`src/sv/bia_pkg.sv`:
```
package bia_pkg;

   localparam int RID_W    = 12;
   localparam int STATUS_W = 2;

   localparam logic ACT_ALLOC   = 1'b0;
   localparam logic ACT_RELEASE = 1'b1;

   localparam logic [STATUS_W-1:0] RSP_OK      = 2'd0;
   localparam logic [STATUS_W-1:0] RSP_NO_FREE = 2'd1;
   localparam logic [STATUS_W-1:0] RSP_INVALID = 2'd2;

   typedef enum logic [3:0] {
      S_CLEAR,
      S_IDLE,
      S_HINT,
      S_SCAN,
      S_PICK,
      S_TAKE,
      S_REL_DIV,
      S_REL_CHK,
      S_DONE
   } state_type;

   typedef enum logic [3:0] {
      DP_NOP,
      DP_CLEAR_STEP,
      DP_LOAD_HINT,
      DP_LOAD_REL,
      DP_NEXT_WORD,
      DP_USE_HINT,
      DP_PICK,
      DP_TAKE,
      DP_REL_LOCATE,
      DP_REL_FREE,
      DP_FAIL_ALLOC,
      DP_FAIL_REL
   } dp_op_type;

   typedef struct packed {
      dp_op_type op;
      logic      rsp_load;
   } dp_cmd_type;

   typedef struct packed {
      logic clear_last;
      logic hint_oob;
      logic hint_free;
      logic word_free;
      logic last_word;
      logic rid_valid;
      logic bit_used;
   } dp_status_type;

endpackage

```
`src/sv/bia_ctrl.sv`:
```
module bia_ctrl (
   input  logic                   clock,
   input  logic                   reset,
   input  logic                   req_valid,
   output logic                   req_ready,
   input  logic                   req_action,
   output logic                   rsp_valid,
   input  logic                   rsp_ready,
   input  bia_pkg::dp_status_type status,
   output bia_pkg::dp_cmd_type    cmd
);
   import bia_pkg::*;

   state_type state_ff, state_in;
   logic      rsp_valid_ff, rsp_valid_in;
   logic      slot_free;

   assign slot_free = !rsp_valid_ff || rsp_ready;

   always_comb begin
      state_in = state_ff;
      case (state_ff)
         S_CLEAR: begin
            if (status.clear_last) begin
               state_in = S_IDLE;
            end
         end
         S_IDLE: begin
            if (req_valid) begin
               if (req_action == ACT_RELEASE) begin
                  state_in = S_REL_DIV;
               end else if (status.hint_oob) begin
                  state_in = S_DONE;
               end else begin
                  state_in = S_HINT;
               end
            end
         end
         S_HINT: begin
            if (status.hint_free) begin
               state_in = S_TAKE;
            end else if (status.word_free) begin
               state_in = S_PICK;
            end else if (status.last_word) begin
               state_in = S_DONE;
            end else begin
               state_in = S_SCAN;
            end
         end
         S_SCAN: begin
            if (status.word_free) begin
               state_in = S_PICK;
            end else if (status.last_word) begin
               state_in = S_DONE;
            end
         end
         S_PICK:    state_in = S_TAKE;
         S_TAKE:    state_in = S_DONE;
         S_REL_DIV: state_in = status.rid_valid ? S_REL_CHK : S_DONE;
         S_REL_CHK: state_in = S_DONE;
         S_DONE: begin
            if (slot_free) begin
               state_in = S_IDLE;
            end
         end
         default:   state_in = S_CLEAR;
      endcase
   end

   always_comb begin
      cmd.op       = DP_NOP;
      cmd.rsp_load = 1'b0;
      case (state_ff)
         S_CLEAR: cmd.op = DP_CLEAR_STEP;
         S_IDLE: begin
            if (req_valid) begin
               if (req_action == ACT_RELEASE) begin
                  cmd.op = DP_LOAD_REL;
               end else if (status.hint_oob) begin
                  cmd.op = DP_FAIL_ALLOC;
               end else begin
                  cmd.op = DP_LOAD_HINT;
               end
            end
         end
         S_HINT: begin
            if (status.hint_free) begin
               cmd.op = DP_USE_HINT;
            end else if (status.word_free) begin
               cmd.op = DP_NOP;
            end else if (status.last_word) begin
               cmd.op = DP_FAIL_ALLOC;
            end else begin
               cmd.op = DP_NEXT_WORD;
            end
         end
         S_SCAN: begin
            if (status.word_free) begin
               cmd.op = DP_NOP;
            end else if (status.last_word) begin
               cmd.op = DP_FAIL_ALLOC;
            end else begin
               cmd.op = DP_NEXT_WORD;
            end
         end
         S_PICK:    cmd.op = DP_PICK;
         S_TAKE:    cmd.op = DP_TAKE;
         S_REL_DIV: cmd.op = status.rid_valid ? DP_REL_LOCATE : DP_FAIL_REL;
         S_REL_CHK: cmd.op = status.bit_used ? DP_REL_FREE : DP_FAIL_REL;
         S_DONE:    cmd.rsp_load = slot_free;
         default:   cmd.op = DP_NOP;
      endcase
   end

   assign rsp_valid_in = cmd.rsp_load ? 1'b1 : (rsp_ready ? 1'b0 : rsp_valid_ff);

   always_ff @(posedge clock) begin
      if (reset) begin
         state_ff     <= S_CLEAR;
         rsp_valid_ff <= 1'b0;
      end else begin
         state_ff     <= state_in;
         rsp_valid_ff <= rsp_valid_in;
      end
   end

   assign req_ready = (state_ff == S_IDLE);
   assign rsp_valid = rsp_valid_ff;

endmodule

```
`config.mk`:
```
export PLATFORM = sky130hd
export DESIGN_NAME = bia_ctrl
export DESIGN_NICKNAME = d
export VERILOG_FILES = /design/src/sv/bia_pkg.sv /design/src/sv/bia_ctrl.sv
export SDC_FILE = /design/constraint.sdc
export NUM_CORES = 1
export LEC_CHECK = 0
export ABC_AREA = 0
export ABC_CLOCK_PERIOD_IN_PS = 3000
export BUFFER_PORTS_ARGS = -buffer_cell sky130_fd_sc_hd__buf_2
export CORE_AREA = 2 2 39 41
export CTS_CLUSTER_DIAMETER = 40
export CTS_CLUSTER_SIZE = 25
export DETAILED_ROUTE_END_ITERATION = 8
export DIE_AREA = 0 0 41 43
export GPL_ROUTABILITY_DRIVEN = 0
export GPL_TIMING_DRIVEN = 0
export PLACE_DENSITY_LB_ADDON = 0.25
export SLEW_MARGIN = 20
export SYNTH_ARGS = -nofsm -noshare
export SYNTH_HDL_FRONTEND = slang
export SYNTH_SLANG_ARGS = --single-unit
export TNS_END_PERCENT = 20
```
`constraint.sdc`:
```
create_clock -name clock -period 3 [get_ports clock]
set_input_delay 0.75 -clock clock [delete_from_list [all_inputs] [get_ports clock]]
set_output_delay 0.75 -clock clock [all_outputs]
set_load 0.05 [all_outputs]
```
==> results.sh, run 1 <==
export IMPL_status="finished, final reports clean"
export IMPL_crit_path_end_kind="output port"
export IMPL_clock_tree_root_cell="clkbuf_4"
export IMPL_design_area_um2=692
export IMPL_tightest_slew_ps=426
export IMPL_numCtsBuffers=3
export IMPL_p_leak_nw=0.299
export IMPL_synth_ff_type="dfxtp_1"
export IMPL_worstSkewPairLatency_ps=240
export IMPL_synth_simple_area_share=0.396
export IMPL_clock_sinks=5
export IMPL_grtUsageTotal=0.193
export IMPL_synthAdderAreaFrac=0
export IMPL_synth_edf_count=0
export IMPL_fp_dieH_um=43
export IMPL_power_mw=0.529
export IMPL_synth_ff_latch_count=5
export IMPL_coreArea_um2=1380
export IMPL_synthArstFlopShare=0
export IMPL_syn_area_um2=556
export IMPL_syn_nets=81
export IMPL_start_kind="input pin"
export IMPL_drt_initial_drc_count=13
export IMPL_postCtsHoldBufs=0
export IMPL_cts_resized_gates=0
export IMPL_fin_cells=107
export IMPL_detail_route_wl_per_cell_um=12.9
export IMPL_finClkSkew_ps=3.34
export IMPL_ys_top_cells_by_count="nand2_1, nor2_1, dfxtp_1, nor2b_1, nand3_1"
export IMPL_critical_path_class="input pin to output port"
export IMPL_die_area_um2=1760
export IMPL_io_buffers=18
export IMPL_final_min_clock_period_ps=2470
export IMPL_finalSetupViolCount=0
export IMPL_area_growth_pct=24.5
export IMPL_cts_tree="done"
export IMPL_synth_top_family_by_area="simple AND/OR/NAND/NOR gates"
export IMPL_nets=104
export IMPL_dpl_cell_area_um2=666
export IMPL_synth_mux_area_frac=0.0383
export IMPL_crit_arrival_ps=1720
export IMPL_drive_above_1_share=0.363
export IMPL_min_path_cells=3
export IMPL_min_from="rsp_valid"
export IMPL_num_fill_cells=141
export IMPL_remaining_drc_errors=0
export IMPL_antenna_found_initial=0
export IMPL_cts_setup_buffers=0
export IMPL_ios=19
export IMPL_p_sw_mw=0.275
export IMPL_cts_path_max_buffers=2
export IMPL_die_w_um=41
export IMPL_swShare=0.520
export IMPL_p_per_area_nw_per_um2=765
export IMPL_cp_max_fo=5
export IMPL_ys_warn_count=0
export IMPL_clkTransAtPathRegs_ps=40
export IMPL_num_rows=14
export IMPL_ff2ff_path_depth=5
export IMPL_yosysTopAreaCellShare=0.180
export IMPL_peakVddDrop_uv=292
export IMPL_synth_cell_types=37
export IMPL_dp_cells=103
export IMPL_synth_area_top_cells="dfxtp_1, nor2b_1, nand2_1"
export IMPL_cp_data_required_time_ps=2250
export IMPL_r2r_start="state_ff[0]"
export IMPL_firstDrtPassIters=4
export IMPL_diodes=0
export IMPL_grt_overflow=0
export IMPL_start_util=0.401
export IMPL_relSlewSlack=0.715
export IMPL_final_antenna_net_count=0
export IMPL_syn_area_per_cell_um2=8.05
export IMPL_ys_seq_area_frac=0.180
export IMPL_clkPwrFrac=0.148
export IMPL_yosys_area_share_xor_xnor=0
export IMPL_finalHoldViolations=0
export IMPL_htree_num_levels=1
export IMPL_hpwl_um=1060
export IMPL_timing_setup_tns_ps=0
export IMPL_hold_class="flop to flop"
export IMPL_yosysTopAreaCell="dfxtp_1"
export IMPL_synth_cells=69
export IMPL_pwr_share_comb=0.675
export IMPL_critPathLaunch="status[4]"
export IMPL_grt_pass1_vias=538
export IMPL_p_seq_frac=0.176
export IMPL_finalMaxSlewViolations=0
export IMPL_num_vias=610
export IMPL_cap_violations=0
export IMPL_viasPerCell=5.70
export IMPL_finalCritPeriodShare=0.824
export IMPL_grt_max_degree=11
export IMPL_internal_power_mw=0.254
export IMPL_routed_wirelength_um=1380
export IMPL_grt_pass1_wl_um=2350
export IMPL_synth_compound_area_frac=0.295
export IMPL_rsz0062_at_grt="no"
export IMPL_max_freq_mhz=405
[stage by stage]
stage | util | setup slack, ps | hold slack (ps)
after floorplan | - | 380 | 613
after global placement | 0.481 | 546 | 634
after detailed placement | 0.481 | 521 | 630
after CTS | 0.500 | 511 | 643
after global routing | 0.500 | 355 | 698
final | 0.500 | 529 | 643
[sequential cells by signal (all words and copies together), names as in the netlist]
register,count
rsp_valid,1
state_ff,4
[metal layers]
layer | part of all wire | vias to the layer above | GRT usage
met5 | 0 | - | 0
met4 | 0.011 | 0 | 0.0667
met3 | 0.062 | 2 | 0.0471
met2 | 0.46 | 25 | 0.275
met1 | 0.47 | 280 | 0.272
li1 | - | 303 | -
[final timing paths]
kind / endpoint / slack [ps]
max: cmd[2] / 530
min: rsp_valid / 640
max reg2reg: state_ff[2] / 1320
min reg2reg: rsp_valid / 640
[logic make-up (layout without fill, tap and decap cells)]
kind of cell           count (synthesis)  in the layout
AND/OR/NAND/NOR                       36             36
buffers and inverters                  7             29
AO/OA/AOI/OAI                         19             19
flip-flops                             5              5
multiplexers                           2              2
[power groups by stage]
| stage | registers (mW) | logic (mW) | clock network (mW) |
|---|---|---|---|
| after floorplan | 0.0931 | 0.288 | 0 |
| after global placement | 0.0937 | 0.354 | 0 |
| after detailed placement | 0.0945 | 0.356 | 0 |
| after CTS | 0.0935 | 0.356 | 0.0823 |
| after global routing | 0.0953 | 0.384 | 0.0896 |
| final | 0.0934 | 0.357 | 0.0785 |
[cells in the final DEF, fill, tap and decap left out, types with 2 or more instances in the layout]
cell type / n
nand2_1: 7
nand3b_1: 2
o21ai_1: 3
and3_1: 2
nand2b_1: 3
nand3_1: 4
dfxtp_1: 5
nor2b_1: 5
buf_2: 19
inv_1: 2
nor2_1: 7
clkbuf_4: 3
buf_4: 2
buf_6: 2
[area by class of cell]
type | instances | area (µm²) | area share
Clock buffer | 4 | 26.3 | 0.0380
Tap cell | 16 | 20.0 | 0.0289
Multi-Input combinational cell | 57 | 405 | 0.586
Inverter | 2 | 7.51 | 0.0108
Buffer | 5 | 42.5 | 0.0615
Timing Repair Buffer | 18 | 90.1 | 0.130
Sequential cell | 5 | 100 | 0.145
[worst max-delay path, stage by stage]
cell	delay, ps
buf_2	130
nor2b_1	140
nor3_1	280
a221o_1	150
buf_2	250
(Power assumes the default switching activity.)
==> inputs of run 2 (changes only) <==
Settings changed: ABC_AREA 0 to 1, ABC_CLOCK_PERIOD_IN_PS 3000 to 2500.
Clock period 3 ns to 2.5 ns, I/O delays scaled along.
==> run 2 against run 1 <==
- synthesized cell count grew 17%
- critical path depth grew 2
- power is 18% higher
- register-to-register slack got worse by 80 ps
- cell count up 11%
- via count is 0.82% lower
==> results.sh, run 2 <==
export IMPL_synth_edf_count=0
export IMPL_grtUsageTotal=0.162
export IMPL_final_cell_mix="buf_2, nand2_1, nor2_1, nand3_1, inv_1"
export IMPL_syn_area_um2=497
export IMPL_grt_pass1_vias=500
export IMPL_final_min_clock_period_ps=2230
export IMPL_synth_top_family_by_area="simple AND/OR/NAND/NOR gates"
export IMPL_firstDrtPassIters=4
export IMPL_postCtsHoldBufs=0
export IMPL_fp_dieH_um=43
export IMPL_synth_simple_area_share=0.501
export IMPL_layout_commonest_cell="buf_2"
export IMPL_synth_mux_area_frac=0
export IMPL_cts_tree="done"
export IMPL_cpPeakStageDelay_ps=400
export IMPL_regMostFlops="state_ff"
export IMPL_crit_end="cmd[2]"
export IMPL_finClkSkew_ps=0.867
export IMPL_cp_data_required_time_ps=1880
export IMPL_syn_area_per_cell_um2=6.13
export IMPL_drive_above_1_share=0.350
export IMPL_regToRegSetupSlack_ps=1240
export IMPL_routed_wirelength_um=1220
export IMPL_fin_util=0.458
export IMPL_setup_ws_ps=268
export IMPL_peakVddDrop_uv=308
export IMPL_numCtsBuffers=3
export IMPL_ios=19
export IMPL_largest_reg_flops=4
export IMPL_tightest_slew_ps=287
export IMPL_p_leak_nw=0.327
export IMPL_status="finished, final reports clean"
export IMPL_syn_nets=93
export IMPL_dp_slack_ps=343
export IMPL_num_rows=14
export IMPL_detail_route_wl_per_cell_um=10.3
export IMPL_grt_max_degree=10
export IMPL_critPathLaunch="state_ff[2]"
export IMPL_ys_top_cells_by_count="nand2_1, nor2_1, nand3_1"
export IMPL_yosysTopAreaCellShare=0.202
export IMPL_crit_arrival_ps=1610
export IMPL_synth_ff_latch_count=5
export IMPL_clock_sinks=5
export IMPL_crit_cells=7
export IMPL_relSlewSlack=0.809
export IMPL_critical_path_class="flop to output port"
export IMPL_cts_path_max_buffers=2
export IMPL_antenna_found_initial=0
export IMPL_cts_resized_gates=0
export IMPL_diodes=0
export IMPL_die_area_um2=1760
export IMPL_r2r_start="state_ff[1]"
export IMPL_viasPerCell=5.08
export IMPL_finalCritPeriodShare=0.893
export IMPL_synth_cell_types=21
export IMPL_hpwl_um=1000
export IMPL_cts_setup_buffers=0
export IMPL_timing_setup_tns_ps=0
export IMPL_cp_max_fo=6
export IMPL_synthAdderAreaFrac=0
export IMPL_yosysTopAreaCell="dfxtp_1"
export IMPL_r2r_end="state_ff[0]"
export IMPL_grt_overflow=0
export IMPL_cpMaxStageDelayCell="dfxtp_1"
export IMPL_crit_family="simple AND/OR/NAND/NOR gates"
export IMPL_max_freq_mhz=448
export IMPL_drt_initial_drc_count=24
export IMPL_finalSetupViolCount=0
export IMPL_remaining_drc_errors=0
export IMPL_finalMaxSlewViolations=0
export IMPL_clock_tree_root_cell="clkbuf_4"
export IMPL_synth_most_common_cell="nand2_1"
export IMPL_yosys_area_share_xor_xnor=0
export IMPL_synth_ff_type="dfxtp_1"
export IMPL_start_util=0.359
export IMPL_ys_seq_area_frac=0.202
export IMPL_p_per_area_nw_per_um2=985
export IMPL_synthArstFlopShare=0
export IMPL_clkTransAtPathRegs_ps=40
export IMPL_num_vias=605
export IMPL_area_growth_pct=27.5
export IMPL_io_buffers=18
export IMPL_ys_warn_count=0
export IMPL_hold_class="flop to flop"
export IMPL_worstSkewPairLatency_ps=240
export IMPL_finalHoldViolations=0
export IMPL_nets=116
export IMPL_start_kind="flop"
export IMPL_rsz0062_at_grt="no"
export IMPL_min_from="rsp_valid"
export IMPL_coreArea_um2=1380
export IMPL_die_w_um=41
export IMPL_grt_pass1_wl_um=1990
export IMPL_synth_area_top_cells="dfxtp_1, nand2_1, nand3_1"
export IMPL_synth_cells=81
export IMPL_htree_num_levels=1
export IMPL_synth_compound_area_frac=0.176
export IMPL_ff2ff_path_depth=7
export IMPL_final_antenna_net_count=0
export IMPL_path_buf_inv=2
export IMPL_crit_chain="inv_2 > nor2_2 > nand2_1 > o21ai_1 > a21oi_1 > nand3b_1 > buf_2"
export IMPL_cap_violations=0
export IMPL_crit_path_end_kind="output port"
-- run 2: layout make-up --
type,count,area (µm²)
Buffer,2,18.8
Timing Repair Buffer,18,90.1
Multi-Input combinational cell,63,337
Clock buffer,4,26.3
Fill cell,161,751
Sequential cell,5,100
Tap cell,16,20.0
Inverter,11,41.3
-- run 2: power breakdown --
group / leakage, nW / internal [mW] / total, mW / switching (mW)
Sequential: 0.0407 / 0.0968 / 0.114 / 0.0173
Clock: 0.0150 / 0.0602 / 0.0906 / 0.0305
Combinational: 0.271 / 0.116 / 0.419 / 0.303
-- run 2: how the worst min path moves through the flow --
stage / to / slack [ps] / depth (start not counted)
global route: state_ff[3] / 620 / 2
finish: rsp_valid / 590 / 4
CTS: rsp_valid / 600 / 4
global placement: rsp_valid / 570 / 4
detailed placement: rsp_valid / 590 / 4
floorplan: state_ff[1] / 590 / 4
-- run 2: through the flow --
stage | total power, mW | cell area, µm² | hold slack, ps | instances
global placement | 0.532 | 607 | 574 | 115
floorplan | 0.448 | 497 | 593 | 81
finish | 0.624 | 633 | 591 | 119
CTS | 0.631 | 633 | 596 | 119
detailed placement | 0.534 | 607 | 585 | 115
global route | 0.675 | 633 | 625 | 119
-- run 2: worst min-delay path: cells and delay by family, from the launching register on --
| kind | cells | cell delay [ps] |
|---|---|---|
| buffers and inverters | 1 | 50 |
| DFF | 1 | 300 |
| and+or+nand+nor | 3 | 200 |
-- run 2: metal layers --
layer,up-vias,track usage,wire (µm)
met3,0,0.0628,45
li1,313,-,-
met1,277,0.234,587
met4,0,0.0200,0
met2,15,0.231,591
met5,-,0,0
-- run 2: cell families (layout without fill, tap and decap cells) --
kind of cell / count (synthesis) / in the layout
DFF: 5 / 5
AOI/OAI and AO/OA: 15 / 15
and+or+nand+nor: 48 / 48
buffers and inverters: 13 / 35
